## config.mk

```make
export PLATFORM = sky130hd
export DESIGN_NAME = bma_ctrl
export DESIGN_NICKNAME = d
export VERILOG_FILES = /design/src/rtl/bma_pkg.sv /design/src/rtl/bma_ctrl.sv
export SDC_FILE = /design/constraint.sdc
export NUM_CORES = 1
export LEC_CHECK = 0
export ABC_AREA = 1
export BUFFER_PORTS_ARGS = -buffer_cell sky130_fd_sc_hd__buf_2
export CAP_MARGIN = 10
export CORE_UTILIZATION = 56
export DETAILED_ROUTE_END_ITERATION = 16
export PLACE_DENSITY = 0.93
export SYNTH_ARGS = -nofsm -noshare
export SYNTH_HDL_FRONTEND = slang
export SYNTH_SLANG_ARGS = --single-unit
export TNS_END_PERCENT = 100
```

## constraint.sdc

```tcl
create_clock -name clk -period 2.5 [get_ports clk]
set_input_delay 0.25 -clock clk [delete_from_list [all_inputs] [get_ports clk]]
set_output_delay 0.25 -clock clk [all_outputs]
set_load 0.005 [all_outputs]
```

## src/rtl/bma_pkg.sv

```systemverilog
// Shared constants, codes, command and status types for the buddy allocator.
// No dependencies; imported by every module of the block.
package bma_pkg;

  localparam int MAX_ORDER    = 10;
  localparam int MIN_SHIFT    = 4;   // smallest block is 16 bytes
  localparam int HEADER_BYTES = 16;
  localparam int SLOT_W       = MAX_ORDER;
  localparam int NSLOTS       = 1 << SLOT_W;
  localparam int LINK_W       = SLOT_W + 1;
  localparam int ORD_W        = 4;
  localparam int REQ_W        = 24;
  localparam int TOT_W        = REQ_W + 1;
  localparam int ADDR_W       = 14;
  localparam int STAT_W       = 2;
  localparam int HEAP_BYTES   = 1 << (SLOT_W + MIN_SHIFT);

  localparam logic [LINK_W-1:0] NONE = LINK_W'(NSLOTS);

  localparam logic [STAT_W-1:0] STAT_OK     = 2'd0;
  localparam logic [STAT_W-1:0] STAT_ZERO   = 2'd1;
  localparam logic [STAT_W-1:0] STAT_BIG    = 2'd2;
  localparam logic [STAT_W-1:0] STAT_NOFREE = 2'd3;

  localparam int OP_W = 4;
  localparam logic [OP_W-1:0] OP_NOP     = 4'd0;
  localparam logic [OP_W-1:0] OP_CLEAR   = 4'd1;
  localparam logic [OP_W-1:0] OP_LOAD    = 4'd2;
  localparam logic [OP_W-1:0] OP_SRCH    = 4'd3;
  localparam logic [OP_W-1:0] OP_POP     = 4'd4;
  localparam logic [OP_W-1:0] OP_PRD_UP  = 4'd5;
  localparam logic [OP_W-1:0] OP_PRD_AT  = 4'd6;
  localparam logic [OP_W-1:0] OP_PWR     = 4'd7;
  localparam logic [OP_W-1:0] OP_PWR_DEC = 4'd8;
  localparam logic [OP_W-1:0] OP_PUSH1   = 4'd9;
  localparam logic [OP_W-1:0] OP_PUSH2   = 4'd10;
  localparam logic [OP_W-1:0] OP_ORD     = 4'd11;
  localparam logic [OP_W-1:0] OP_RDLINK  = 4'd12;
  localparam logic [OP_W-1:0] OP_REM     = 4'd13;
  localparam logic [OP_W-1:0] OP_ORDW    = 4'd14;
  localparam logic [OP_W-1:0] OP_FIN     = 4'd15;

  typedef struct packed {
    logic [OP_W-1:0]   op;
    logic              fin_ok;
    logic [STAT_W-1:0] code;
  } cmd_t;

  typedef struct packed {
    logic is_free;
    logic zero_req;
    logic too_big;
    logic bad_free;
    logic ord_bad;
    logic head_none;
    logic o_at_max;
    logic o_gt_need;
    logic pair_set;
    logic clear_last;
  } sts_t;

  // A link at or above the slot count means an empty list.
  function automatic logic [LINK_W-1:0] clean(input logic [LINK_W-1:0] l);
    return l[SLOT_W] ? NONE : l;
  endfunction

  // Pair bit of the tree node of order p that contains slot s.
  function automatic logic [SLOT_W-1:0] pair_index(input logic [ORD_W-1:0] p,
                                                   input logic [SLOT_W-1:0] s);
    logic [LINK_W-1:0] base;
    logic [SLOT_W-1:0] sh;
    base = (LINK_W'(1) << (ORD_W'(MAX_ORDER) - p)) - LINK_W'(1);
    sh   = s >> p;
    return base[SLOT_W-1:0] + sh;
  endfunction

  // Number of significant bits of m.
  function automatic logic [ORD_W-1:0] bit_length(input logic [SLOT_W-1:0] m);
    logic [ORD_W-1:0] r;
    r = '0;
    for (int i = 0; i < SLOT_W; i++) begin
      if (m[i]) r = ORD_W'(i + 1);
    end
    return r;
  endfunction

endpackage

```

## src/rtl/bma_ctrl.sv

```systemverilog
// Allocator sequencer: handshakes, clearing pass, search, split and merge steps.
// Depends on bma_pkg; commands bma_dp.
module bma_ctrl (
  input  logic          clk,
  input  logic          rst,
  input  logic          in_valid,
  output logic          in_stall,
  output logic          out_valid,
  input  logic          out_stall,
  input  bma_pkg::sts_t sts,
  output bma_pkg::cmd_t cmd
);
  import bma_pkg::*;

  localparam logic [4:0] S_CLR   = 5'd0;
  localparam logic [4:0] S_IDLE  = 5'd1;
  localparam logic [4:0] S_DISP  = 5'd2;
  localparam logic [4:0] S_ORD   = 5'd3;
  localparam logic [4:0] S_OCHK  = 5'd4;
  localparam logic [4:0] S_SRCH  = 5'd5;
  localparam logic [4:0] S_PRDN  = 5'd6;
  localparam logic [4:0] S_POP   = 5'd7;
  localparam logic [4:0] S_AUP   = 5'd8;
  localparam logic [4:0] S_AFLIP = 5'd9;
  localparam logic [4:0] S_SPLIT = 5'd10;
  localparam logic [4:0] S_SFLIP = 5'd11;
  localparam logic [4:0] S_PUSH1 = 5'd12;
  localparam logic [4:0] S_PUSH2 = 5'd13;
  localparam logic [4:0] S_MLOOP = 5'd14;
  localparam logic [4:0] S_MCHK  = 5'd15;
  localparam logic [4:0] S_REM   = 5'd16;
  localparam logic [4:0] S_FUP   = 5'd17;
  localparam logic [4:0] S_FFLIP = 5'd18;
  localparam logic [4:0] S_FIN   = 5'd19;

  logic [4:0]        state, state_next;
  logic              out_valid_next, fin_ok, fin_ok_next, fire;
  logic [STAT_W-1:0] fin_code, fin_code_next;

  assign in_stall = (state != S_IDLE);

  always_comb begin
    state_next    = state;
    fin_ok_next   = fin_ok;
    fin_code_next = fin_code;
    fire          = 1'b0;
    cmd.op        = OP_NOP;
    cmd.fin_ok    = fin_ok;
    cmd.code      = fin_code;
    case (state)
      S_CLR: begin
        cmd.op = OP_CLEAR;
        if (sts.clear_last) state_next = S_IDLE;
      end
      S_IDLE: begin
        if (in_valid) begin
          cmd.op     = OP_LOAD;
          state_next = S_DISP;
        end
      end
      S_DISP: begin
        fin_ok_next   = 1'b0;
        fin_code_next = STAT_OK;
        if (sts.is_free) begin
          state_next = sts.bad_free ? S_FIN : S_ORD;
        end else if (sts.zero_req) begin
          fin_code_next = STAT_ZERO;
          state_next    = S_FIN;
        end else if (sts.too_big) begin
          fin_code_next = STAT_BIG;
          state_next    = S_FIN;
        end else begin
          state_next = S_SRCH;
        end
      end
      S_ORD: begin
        cmd.op     = OP_ORD;
        state_next = S_OCHK;
      end
      S_OCHK: state_next = sts.ord_bad ? S_FIN : S_MLOOP;
      S_SRCH: begin
        cmd.op = OP_SRCH;
        if (!sts.head_none) begin
          state_next = S_PRDN;
        end else if (sts.o_at_max) begin
          fin_code_next = STAT_NOFREE;
          state_next    = S_FIN;
        end
      end
      S_PRDN: state_next = S_POP;
      S_POP: begin
        cmd.op     = OP_POP;
        state_next = S_AUP;
      end
      S_AUP: begin
        if (sts.o_at_max) begin
          state_next = S_SPLIT;
        end else begin
          cmd.op     = OP_PRD_UP;
          state_next = S_AFLIP;
        end
      end
      S_AFLIP: begin
        cmd.op     = OP_PWR;
        state_next = S_SPLIT;
      end
      S_SPLIT: begin
        if (sts.o_gt_need) begin
          cmd.op     = OP_PRD_AT;
          state_next = S_SFLIP;
        end else begin
          cmd.op      = OP_ORDW;
          fin_ok_next = 1'b1;
          state_next  = S_FIN;
        end
      end
      S_SFLIP: begin
        cmd.op     = OP_PWR_DEC;
        state_next = S_PUSH1;
      end
      S_PUSH1: begin
        cmd.op     = OP_PUSH1;
        state_next = S_PUSH2;
      end
      S_PUSH2: begin
        cmd.op     = OP_PUSH2;
        state_next = sts.is_free ? S_FUP : S_SPLIT;
      end
      S_MLOOP: begin
        if (sts.o_at_max) begin
          state_next = S_PUSH1;
        end else begin
          cmd.op     = OP_PRD_UP;
          state_next = S_MCHK;
        end
      end
      S_MCHK: begin
        if (sts.pair_set) begin
          cmd.op     = OP_RDLINK;
          state_next = S_REM;
        end else begin
          state_next = S_PUSH1;
        end
      end
      S_REM: begin
        cmd.op     = OP_REM;
        state_next = S_MLOOP;
      end
      S_FUP: begin
        if (sts.o_at_max) begin
          state_next = S_FIN;
        end else begin
          cmd.op     = OP_PRD_UP;
          state_next = S_FFLIP;
        end
      end
      S_FFLIP: begin
        cmd.op     = OP_PWR;
        state_next = S_FIN;
      end
      S_FIN: begin
        // The result register is rewritten only once the previous word has left.
        if (!out_valid || !out_stall) begin
          cmd.op     = OP_FIN;
          fire       = 1'b1;
          state_next = S_IDLE;
        end
      end
      default: state_next = S_IDLE;
    endcase
    out_valid_next = (out_valid && out_stall) || fire;
  end

  always_ff @(posedge clk) begin
    if (rst) begin
      state     <= S_CLR;
      out_valid <= 1'b0;
    end else begin
      state     <= state_next;
      out_valid <= out_valid_next;
    end
  end

  always_ff @(posedge clk) begin
    fin_ok   <= fin_ok_next;
    fin_code <= fin_code_next;
  end

endmodule

```

Yosys cells after proc, flatten, opt, wreduce, memory -nomap -nowiden
Cells that the tools add are included.
{"block": "totals", "word_cells": 77, "regBits": 9, "in_bits": 14, "output_inout_bits": 9}
{"block": "classes", "reduce_logical": 13, "eq_ne": 27, "muxes": 33}
{"op": "case mux 5 bit (20 select lines)", "n": 1}
{"op": "2-to-1 mux 5 bit", "n": 13}
{"op": "case mux 4 bit (14 select lines)", "n": 1}
{"op": "equality test 5 x 4 -> 1 bit, second input constant", "n": 8}
{"op": "equality test 5 x 3 -> 1 bit, second input constant", "n": 4}
{"op": "equality test 5 bit, second input constant", "n": 4}
{"op": "2-to-1 mux 2 bit", "n": 8}
{"op": "2-to-1 mux 4 bit", "n": 3}
{"op": "inequality test 2 bit, second input constant", "n": 6}
{"op": "equality test 5 x 2 -> 1 bit, second input constant", "n": 2}
{"op": "equality test 5 x 1 -> 1 bit, second input constant", "n": 1}
{"op": "logical NOT 5 bit", "n": 1}
{"op": "inequality test 5 x 1 -> 1 bit, second input constant", "n": 1}
{"op": "2-to-1 mux 1 bit", "n": 4}
{"op": "case mux 2 bit (2 select lines)", "n": 1}
{"op": "AND reduction 4 bit", "n": 1}
{"op": "nonzero test 2 bit", "n": 2}
{"op": "2-to-1 mux 3 bit", "n": 1}
{"op": "inequality test 3 bit, second input constant", "n": 1}
{"op": "AND reduction 3 bit", "n": 1}
{"op": "OR reduction 3 bit", "n": 1}
{"op": "logical NOT 1 bit", "n": 2}
{"op": "logical OR 1 bit", "n": 2}
{"op": "case mux 1 bit (2 select lines)", "n": 1}
{"op": "3 further kinds", "n": 3}

Logic depth before layout (Yosys ltp)
{"block": "depth", "word_depth": 5, "mapped_depth": 11, "depth_no_buf": 11}

Worst setup path before layout
OpenSTA, ideal clock, no wires.
{"block": "synth_timing", "path_type": "register to output", "from": "register state[2]", "to": "output cmd[3] (netlist name)", "stages_incl_launch_ff": 7, "path_buffers": 1, "setup_slack_ps": 1130, "required_ps": 2250, "arrival_ps": 1120, "path_cell_list": "dfxtp_1 -> nor2_2 -> buf_6 -> nand3_1 -> nor2_1 -> nor3b_1 -> nand4_1"}
{"element": "start, declared", "line": "bma_ctrl.sv:36", "rtl": "logic [4:0] state, state_next;"}
{"element": "start signal, assigned", "line": "bma_ctrl.sv:179", "rtl": "state <= state_next;"}
{"element": "end, declared", "line": "bma_ctrl.sv:11", "rtl": "output bma_pkg::cmd_t cmd"}

==> impl_metrics.json <==
{
  "postCtsHoldBufs": 0,
  "vias": 1303,
  "io_buffers": 22,
  "grt_overflow": 0,
  "drv_slew": 0,
  "critPathMaxStageDelay_ns": 0.63,
  "seqPwrFrac_pct": 24.1,
  "drive_above_1_share_pct": 17.6,
  "dr.pass1.iters": 5,
  "hold_viol_final": 0,
  "p_per_area_mw_per_mm2": 927,
  "r2r_start": "state[4]$_SDFFE_PP0P_",
  "path_max_fanout": 11,
  "die_height_um": 43.2,
  "setup_viol": 0,
  "dpl.hpwl_um": 2310,
  "grtUsageTotal_pct": 31.8,
  "final_util_pct": 70.4,
  "wl_met2_um": 1330,
  "relSlewSlack_pct": 65.5,
  "routed_wl_um": 2910,
  "synth_cell_type_count": 20,
  "start_util_pct": 61.8,
  "crit_family": "flip-flops",
  "drt_iter0_markers": 122,
  "cellLeakagePower_nw": 0.682,
  "synth_nets": 184,
  "insertedDiodeCount": 0,
  "cp_slowest_cell": "dfxtp_1",
  "power_frac_clock_pct": 11.7,
  "rr_worst_depth": 9,
  "wl_per_cell_um": 13.9,
  "critical_path_required_ns": 2.25,
  "wl_met3_um": 430,
  "finalWeightedCongestion": 0.990,
  "r2r-end": "state[3]$_SDFFE_PP0P_",
  "num_io_pins": 23,
  "hold_slack_ns": 0.198,
  "crit_top_cell": "nand2_1",
  "syn_avg_cell_area_um2": 5.60,
  "critPathBufInv": 3,
  "dieWidth_um": 43.2,
  "path_clk_slew_ns": 0.07,
  "numCtsBuffers": 3,
  "cts_setup_buffers": 0,
  "regToRegSetupSlack_ns": 0.66,
  "dieArea_mm2": 0.00187,
  "clock-root-buffer": "clkbuf_4",
  "cts_resized": 0,
  "antenna_found_initial": 0,
  "worstSkewPairLatency_ns": 0.27,
  "outcome": "finished clean",
  "core_area_mm2": 0.00154,
  "clock_sinks": 9,
  "whs_endpoint": "state[1]$_SDFFE_PP0P_",
  "crit_chain": "inv_1, nand2_1, inv_1, nand2_1, nand3_1, nand2_1, nand4_1, buf_2",
  "ys_warn_count": 0,
  "seq_area_frac_synth_pct": 22.1,
  "p_switching_uw": 529,
  "period_share_pct": 88.4,
  "p_int_uw": 477,
  "placementRows": 14,
  "drv_cap": 0,
  "mostFrequentLayoutCells": "48 x nand2_1, 26 x nand3_1, 25 x inv_1",
  "grt_pass1_wl_um": 4530,
  "grt_max_degree": 15,
  "worst_pin_slew_ns": 0.517,
  "hold_start": "rst",
  "finalSetupTns_ns": 0,
  "layout_commonest_cell": "nand2_1",
  "place_inst": 205,
  "syn_area_um2": 952,
  "wl_met1_um": 1050,
  "total_power_mw": 1.01,
  "clock-skew-final_ns": 0.00701,
  "rsz0062_at_grt": "no",
  "fin_cells": 209,
  "hold_path_depth": 2,
  "grt_pass1_vias": 1096,
  "crit_arrival_ns": 1.96,
  "period_minus_slack_ns": 2.21,
  "h-tree-depth": 1,
  "syn_inst": 170,
  "p_comb_share_pct": 64.1,
  "critPathKind": "reg -> out",
  "top_layer": "met4",
  "switching_share_pct": 52.6,
  "drcViolationCount": 0,
  "nets": 208,
  "clk_path_buf_depth": 2,
  "max_freq_ghz": 0.452,
  "synth-seq-cells": 9,
  "min_path_type": "in -> reg",
  "cp-start-kind": "flop",
  "detail-route-antenna-nets": 0,
  "worstSetupEndpointType": "output pin",
  "area_delta_synth_final_pct": 13.9,
  "cts_tree": "built",
  "viasPerCell": 6.23,
  "peakVddDrop_mv": 0.706
}
[power groups by stage]
stage | clock (mW) | combinational [mW] | sequential, mW
3_5_place_dp | 0 | 0.624 | 0.245
5_1_grt | 0.121 | 0.707 | 0.250
2_1_floorplan | 0 | 0.469 | 0.233
3_3_place_gp | 0 | 0.615 | 0.243
4_1_cts | 0.116 | 0.627 | 0.242
6_report | 0.118 | 0.645 | 0.243
[worst max-delay path by stage]
stage                                startpoint     end  slack [ns]  depth (start not counted)
after floorplan           state[2]$_SDFFE_PP0P_  cmd[3]        1.13                          6
after global placement    state[4]$_SDFFE_PP0P_  cmd[5]        0.64                          8
after detailed placement  state[4]$_SDFFE_PP0P_  cmd[3]        0.66                          8
after CTS                 state[4]$_SDFFE_PP0P_  cmd[3]        0.37                          8
after global routing      state[4]$_SDFFE_PP0P_  cmd[5]        0.18                          8
final                     state[4]$_SDFFE_PP0P_  cmd[3]        0.29                          8
[state kept, by name, indices dropped and copies added, names as in the netlist]
register and flops:
fin_code 2, state 5, fin_ok 1, out_valid 1
[stage by stage]
step           setup WS [ns]  cell area [um^2]
2_1_floorplan           1.13               952
3_3_place_gp           0.641              1060
3_5_place_dp           0.658              1060
4_1_cts                0.366              1080
5_1_grt                0.180              1080
6_report               0.289              1080
[metal layers]
metal	GRT usage (%)	up-vias
met5	0	-
met4	12.7	0
met3	11.5	19
met2	49.9	122
met1	39.2	561
li1	-	601
[cell families (layout without fill, tap and decap cells)]
logic type / count (synthesis) / in the layout / synth area share [%]
DFF: 9 / 9 / 22.1
AOI/OAI and AO/OA: 15 / 15 / 8.67
and+or+nand+nor: 116 / 116 / 56.1
buffers and inverters: 30 / 53 / 13.1
[cells in the mapped netlist, drive strengths merged]
| master | count | area, um^2 |
|---|---|---|
| a21oi | 7 | 35.0 |
| buf | 3 | 23.8 |
| dfxtp | 6 | 120 |
| edfxtp | 3 | 90.1 |
| inv | 27 | 101 |
| nand2 | 48 | 180 |
| nand3 | 26 | 130 |
| nand3b | 4 | 30.0 |
| nand4 | 10 | 62.6 |
| nor2 | 27 | 124 |
| nor3b | 1 | 7.51 |
| o211ai | 2 | 15.0 |
| o21ai | 5 | 25.0 |
| o31ai | 1 | 7.51 |
[final cells by class]
type / count / area (um^2)
Tap cell: 16 / 20.0
Inverter: 27 / 101
Clock buffer: 4 / 26.3
Timing Repair Buffer: 22 / 110
Fill cell: 140 / 457
Multi-Input combinational cell: 131 / 617
Sequential cell: 9 / 210
[worst register-to-register path, cell delays in order (launching register included)]
cell and delay (ns):
dfxtp_1 0.63, inv_1 0.25, nand2_1 0.18, inv_1 0.09, nand2_1 0.12, nand3_1 0.09, a21oi_1 0.15, nand3b_1 0.12
nand2_1 0.08, inv_1 0.03
Note: power is estimated with default switching activity, not from simulation.
